[config.mk]
export PLATFORM = sky130hd
export DESIGN_NAME = spq_cell
export DESIGN_NICKNAME = d
export VERILOG_FILES = /design/src/sv/spq_pkg.sv /design/src/sv/spq_cell.sv
export SDC_FILE = /design/constraint.sdc
export NUM_CORES = 1
export LEC_CHECK = 0
export BUFFER_PORTS_ARGS = -buffer_cell sky130_fd_sc_hd__buf_2
export CAP_MARGIN = 20
export CELL_PAD_IN_SITES_DETAIL_PLACEMENT = 0
export CELL_PAD_IN_SITES_GLOBAL_PLACEMENT = 1
export CORE_MARGIN = 3
export CORE_UTILIZATION = 29
export CTS_BUF_LIST = sky130_fd_sc_hd__clkbuf_2 sky130_fd_sc_hd__clkbuf_4 sky130_fd_sc_hd__clkbuf_8
export DETAILED_ROUTE_END_ITERATION = 6
export HOLD_SLACK_MARGIN = 0.08
export PLACE_DENSITY_LB_ADDON = 0.1
export SKIP_CTS_REPAIR_TIMING = 1
export SYNTH_ARGS = -nofsm -noshare
export SYNTH_HDL_FRONTEND = slang
export SYNTH_SLANG_ARGS = --single-unit
[constraint.sdc]
create_clock -name clk -period 4.3 [get_ports clk]
set_input_delay 0.645 -clock clk [delete_from_list [all_inputs] [get_ports clk]]
set_output_delay 0.645 -clock clk [all_outputs]
set_load 0.005 [all_outputs]
[src/sv/spq_pkg.sv]
// ----------------------------------------------------------------------------
// Sorted priority queue package
// Shared control types for the queue cells and the top level.
// ----------------------------------------------------------------------------
package spq_pkg;

  // Input operation codes.
  localparam logic FUNC_INSERT = 1'b0;
  localparam logic FUNC_REMOVE = 1'b1;

  // Per-cycle control that the top level hands to every cell.
  typedef struct packed {
    logic ins;         // insert beat accepted and the queue is not full
    logic rm;          // remove beat accepted and the queue is not empty
    logic occ;         // this cell holds a stored entry
    logic place_left;  // left neighbor is at or past the insert point
  } cell_ctrl_t;

endpackage

[src/sv/spq_cell.sv]
// ----------------------------------------------------------------------------
// Sorted priority queue cell
// Holds one entry, compares it against the incoming key and shifts toward
// its neighbors on insert and remove.
// ----------------------------------------------------------------------------
module spq_cell #(
  parameter int KEY_BITS     = 32,
  parameter int PAYLOAD_BITS = 16
) (
  input  logic                    clk,
  input  spq_pkg::cell_ctrl_t     ctrl,
  input  logic [KEY_BITS-1:0]     new_key,
  input  logic [PAYLOAD_BITS-1:0] new_payload,
  input  logic [KEY_BITS-1:0]     left_key,
  input  logic [PAYLOAD_BITS-1:0] left_payload,
  input  logic [KEY_BITS-1:0]     right_key,
  input  logic [PAYLOAD_BITS-1:0] right_payload,
  output logic                    place,
  output logic [KEY_BITS-1:0]     key,
  output logic [PAYLOAD_BITS-1:0] payload
);

  logic [KEY_BITS-1:0]     key_r;
  logic [KEY_BITS-1:0]     key_nxt;
  logic [PAYLOAD_BITS-1:0] payload_r;
  logic [PAYLOAD_BITS-1:0] payload_nxt;

  // An empty cell, or one whose key is not below the new key, lies at or past
  // the insert point. Along a sorted row this flag rises once and stays high.
  assign place = !ctrl.occ || (new_key <= key_r);

  always_comb begin
    key_nxt     = key_r;
    payload_nxt = payload_r;
    if (ctrl.ins) begin
      if (ctrl.place_left) begin
        key_nxt     = left_key;
        payload_nxt = left_payload;
      end else if (place) begin
        key_nxt     = new_key;
        payload_nxt = new_payload;
      end
    end else if (ctrl.rm) begin
      key_nxt     = right_key;
      payload_nxt = right_payload;
    end
  end

  always_ff @(posedge clk) begin
    key_r     <= key_nxt;
    payload_r <= payload_nxt;
  end

  assign key     = key_r;
  assign payload = payload_r;

endmodule
# After elaboration in Yosys (flattened, before gate mapping)
# Cells that the tools add are included.
# W data, S select, Z words.
# totals
out_inout_bits,49
register_bits,48
# classes
eq_ne,1
mux,8
n_reduce_logical,4
order_cmp,1
# ops
operator,count
$mux W32,4
$mux W16,4
$le A32 B32 Y1,1
$ne A3 B2 Y1 const B,1
$reduce_and A2 Y1,1
$reduce_bool A2 Y1,1
$logic_not A1 Y1,1
$logic_or A1 B1 Y1,1

# Longest topological paths before layout
# logic_depth
word_depth,5
ltp_mapped,7
mapped_depth_nobuf,7

# Least setup slack after synthesis
# Ideal clock, no wire load.
# synth_timing
path_kind,in2reg
startpoint,input port new_key[13]
endpoint,"register key_r[0], in the netlist key[0] (enable)"
setup_time_ns,0.445
arrival_time_ns,3.658
required_ns,3.855
path_slack_ns,0.197
cell_stages,6
path_cell_list,ha_1 -> nand4_2 -> or4_1 -> nand4_1 -> a31oi_1 -> nor3_2
# synth_between
elab_chain_len,4
# synth_lines
item,line,text
start: declaration,spq_cell.sv:12,"input logic [KEY_BITS-1:0] new_key,"
$le A32 B32 Y1,spq_cell.sv:30,assign place = !ctrl.occ || (new_key <= key_r);
$logic_or A1 B1 Y1,spq_cell.sv:30,
$ne A3 B2 Y1 (no source line),n/a,
$reduce_and A2 Y1 (no source line),n/a,
end signal: assignment,spq_cell.sv:50,key_r <= key_nxt;
end: declaration,spq_cell.sv:23,logic [KEY_BITS-1:0] key_r;
# Every way passes these cells.
# A chain may end at the register's enable or synchronous reset.

# Final worst setup path
# layout_timing
startpoint,input port new_key[25]
endpoint,output port place
# layout_between
elab_chain_len,2
# layout_lines
item,line,text
$le A32 B32 Y1,spq_cell.sv:30,
$logic_or A1 B1 Y1,spq_cell.sv:30,
end: declaration,spq_cell.sv:18,"output logic place,"
# Every way passes these cells.

==> impl_metrics.yaml <==
run_status:
  status: "complete, no violations"
cts:
  cts_tree: "done"
  tritoncts.num_buffers: 5
  h-tree-depth: 2
  clock_latency_ps: 300
  cts_sinks: 48
  clockBufferDepth: 2
  clk_pin_slew_worst_paths_ps: 90
  clock_root_buffer: "sky130_fd_sc_hd__clkbuf_8"
route:
  drt_pass1_iterations: 4
  drt-initial-drc-count: 65
  detailroute.via_count: 2994
  avgRoutedWirePerCell_um: 13.9
  post-route-drc-count: 0
  drt_wl_total_um: 9290
  vias_per_cell: 4.48
  ant_nets: 0
placement:
  dp_hpwl_um: 7540
  place.port_buffers: 197
  gp_routability_congestion: 0.730
  number_of_instances_in_the_placed_design: 659
  dpl_worst_slack_ps: 1350
yosys:
  synth.ff_latch_count: 48
  synthCells: 335
  yosys_warnings: 0
  synth_top_cell_by_area: "sky130_fd_sc_hd__edfxtp_1"
  synth_top_cells_by_area: "sky130_fd_sc_hd__edfxtp_1, sky130_fd_sc_hd__mux2i_1, sky130_fd_sc_hd__ha_1"
  avgSynthCellArea_sq_um: 9.91
  synth_seq_area_share_pct: 43.4
  synth_top_cell_area_share_pct: 43.4
  syn-num-nets: 516
  netlist_area_sq_um: 3320
  synth_cell_type_count: 31
timing:
  setup_tns_ps: 0
  hold-worst-slack_ps: 660
  period_needed_ps: 2870
  timing.final.crit_share_pct: 66.7
  finClkSkew_ps: 5.84
  rsz_0062_raised_after_global_routing: "no"
  max-slew-margin-rel_pct: 51.2
  finalSetupViolations: 0
  timing_max_transition_violations_final: 0
  final_hold_viol_count: 0
  max_clock_freq_mhz: 349
  tightestPinTransition_ps: 732
  setup_slack_ps: 1430
final_layout:
  final.fill_count: 1155
  finish.net_count: 707
  multi_input_combinational_cell_area_sq_um: 1690
  final_layout_size_suffix_gt1_share_pct: 40.6
  ff_latch_area_sq_um: 1440
  syn_to_final_growth_pct: 37.4
  layout.cells.non_filler: 668
min_path:
  holdCritPathClass: "in -> reg"
  worst_hold_path.num_cells: 3
floorplanning:
  design.core.area_sq_um: 11000
  i_o_pins: 198
  start_util_pct: 30.1
  dieWidth_um: 113
  rows: 38
  dieArea_sq_um: 12800
  chipHeight_um: 113
worst_setup_path:
  worst_setup_path_start_kind: "primary input"
  critical_path_class: "in -> out"
  crit_path_max_fanout: 4
  critPathArrivalTime_ps: 2220
  critical_path.endpoint_type: "output pin"
  worst-endpoint-required_ps: 3650
  r2r_cells: 8
flow_run:
  timing.max_cap.violations: 0
power_and_ir_drop:
  power-per-cell-area_nw_per_um2: 276
  ir_worst_vdd_mv: 0.117
  power.leakage_nw: 2.30
global_route:
  grt_ovf: 0
  first_pass_grt_wire_length_um: 14700
  grt_start_max_net_pins: 77
  grt_antenna_before_repair: 2
  via_count_of_the_first_global_routing_pass: 2979
  track_usage_pct: 14.4
layer usage:
layer	wire length, um	vias to the layer above	global-route usage, %	part of all wire [%]
met5	7	-	0	0.075
met4	53	2	2.88	0.57
met3	975	7	5.51	10
met2	4090	119	22.3	44
met1	4160	1270	19.3	45
li1	-	1596	-	-
worst max-delay path: stages:
cell and delay (ps):
sky130_fd_sc_hd__buf_2 110, sky130_fd_sc_hd__ha_1 310, sky130_fd_sc_hd__nand4_1 250, sky130_fd_sc_hd__nor3_1 90, sky130_fd_sc_hd__a221oi_1 370, sky130_fd_sc_hd__nand2_1 100
sky130_fd_sc_hd__o211ai_1 210, sky130_fd_sc_hd__buf_2 150
where the power goes:
group / leakage [nW] / switching, mW / internal (mW)
registers: 0.476 / 0.0180 / 0.573
clock network: 0.0541 / 0.158 / 0.172
logic: 1.77 / 0.174 / 0.163
total: 2.30 / 0.350 / 0.909
cell type report:
cell class | instances | share of cell area [%]
Multi-Input combinational cell | 237 | 37.0
Antenna cell | 1 | 0.0549
Tap cell | 140 | 3.84
Clock buffer | 5 | 1.51
Inverter | 33 | 2.72
Clock inverter | 3 | 0.933
Sequential cell | 48 | 31.6
Timing Repair Buffer | 201 | 22.3
path summary, 6_finish.rpt:
| path | startpoint | endpoint | slack [ps] |
|---|---|---|---|
| hold reg to reg | key[31]$_DFFE_PP_ | key[16]$_DFFE_PP_ | 1380 |
| setup / recovery | new_key[25] | place | 1430 |
| hold / removal | right_key[30] | key[30]$_DFFE_PP_ | 660 |
| setup reg to reg | key[15]$_DFFE_PP_ | key[24]$_DFFE_PP_ | 1770 |
metrics by stage:
step	power, mW	util (%)	cell area (sq um)
2_1_floorplan	0.782	-	3320
3_3_place_gp	0.945	40.3	4440
3_5_place_dp	0.947	40.3	4440
4_1_cts	1.29	41.3	4560
5_1_grt	1.35	41.3	4560
6_report	1.26	41.3	4560
Yosys cell counts:
cell type	n
sky130_fd_sc_hd__nand4_1	7
sky130_fd_sc_hd__o21a_1	1
sky130_fd_sc_hd__nor4_1	2
sky130_fd_sc_hd__inv_1	33
sky130_fd_sc_hd__nor3_2	1
sky130_fd_sc_hd__nor3_1	1
sky130_fd_sc_hd__clkbuf_1	10
sky130_fd_sc_hd__nor2b_1	2
sky130_fd_sc_hd__a21oi_1	61
sky130_fd_sc_hd__nand4_2	2
sky130_fd_sc_hd__nor4_4	1
sky130_fd_sc_hd__a31oi_1	2
sky130_fd_sc_hd__nor2_1	51
sky130_fd_sc_hd__a21boi_1	1
sky130_fd_sc_hd__o211ai_1	2
sky130_fd_sc_hd__nand2_1	10
sky130_fd_sc_hd__a2bb2oi_1	1
sky130_fd_sc_hd__buf_2	5
sky130_fd_sc_hd__edfxtp_1	48
sky130_fd_sc_hd__a211oi_1	1
sky130_fd_sc_hd__o21ai_1	1
sky130_fd_sc_hd__a2111o_1	1
sky130_fd_sc_hd__buf_4	1
sky130_fd_sc_hd__nand3_1	2
sky130_fd_sc_hd__ha_1	32
sky130_fd_sc_hd__buf_1	1
sky130_fd_sc_hd__mux2i_1	48
sky130_fd_sc_hd__a221oi_1	2
sky130_fd_sc_hd__or4_1	1
sky130_fd_sc_hd__nand2b_2	1
sky130_fd_sc_hd__o21ai_0	3
cell families (layout without fill, tap and decap cells):
family	count (synthesis)	after routing	share of synthesized area, %
simple gates	81	81	11.6
buf+inv	50	242	5.96
compound gates	76	76	12.4
flops	48	48	43.4
fa+ha+maj	32	32	12.1
mux	48	48	14.5
other cells	0	1	0
state kept, by name (all words and copies together), names as in the netlist:
signal and cells:
key 32, payload 16
layout by cell type, fill, tap and decap left out:
master                       instances
sky130_fd_sc_hd__clkinv_2            1
sky130_fd_sc_hd__a31oi_1             2
sky130_fd_sc_hd__buf_4               5
sky130_fd_sc_hd__nand3_1             2
sky130_fd_sc_hd__edfxtp_1           48
sky130_fd_sc_hd__nor4_4              1
sky130_fd_sc_hd__o211ai_1            2
sky130_fd_sc_hd__inv_1              33
sky130_fd_sc_hd__nand2b_2            1
sky130_fd_sc_hd__diode_2             1
sky130_fd_sc_hd__o21ai_1             1
sky130_fd_sc_hd__a21boi_1            1
sky130_fd_sc_hd__nor2_1             51
sky130_fd_sc_hd__ha_1               32
sky130_fd_sc_hd__clkinvlp_4          1
sky130_fd_sc_hd__a211oi_1            1
sky130_fd_sc_hd__nor3_1              1
sky130_fd_sc_hd__o21a_1              1
sky130_fd_sc_hd__a21oi_1            61
sky130_fd_sc_hd__a2111o_1            1
sky130_fd_sc_hd__clkbuf_8            5
sky130_fd_sc_hd__o21ai_0             3
sky130_fd_sc_hd__bufinv_16           1
sky130_fd_sc_hd__nor3_4              1
sky130_fd_sc_hd__a2bb2oi_1           1
sky130_fd_sc_hd__or4_1               1
sky130_fd_sc_hd__nor4_1              2
sky130_fd_sc_hd__buf_2             196
sky130_fd_sc_hd__nand4_1             7
sky130_fd_sc_hd__nand2_1            10
sky130_fd_sc_hd__nand4_2             2
sky130_fd_sc_hd__nor2b_1             2
sky130_fd_sc_hd__a221oi_1            2
sky130_fd_sc_hd__mux2i_1            48
Note: power is estimated with default switching activity, not from simulation.
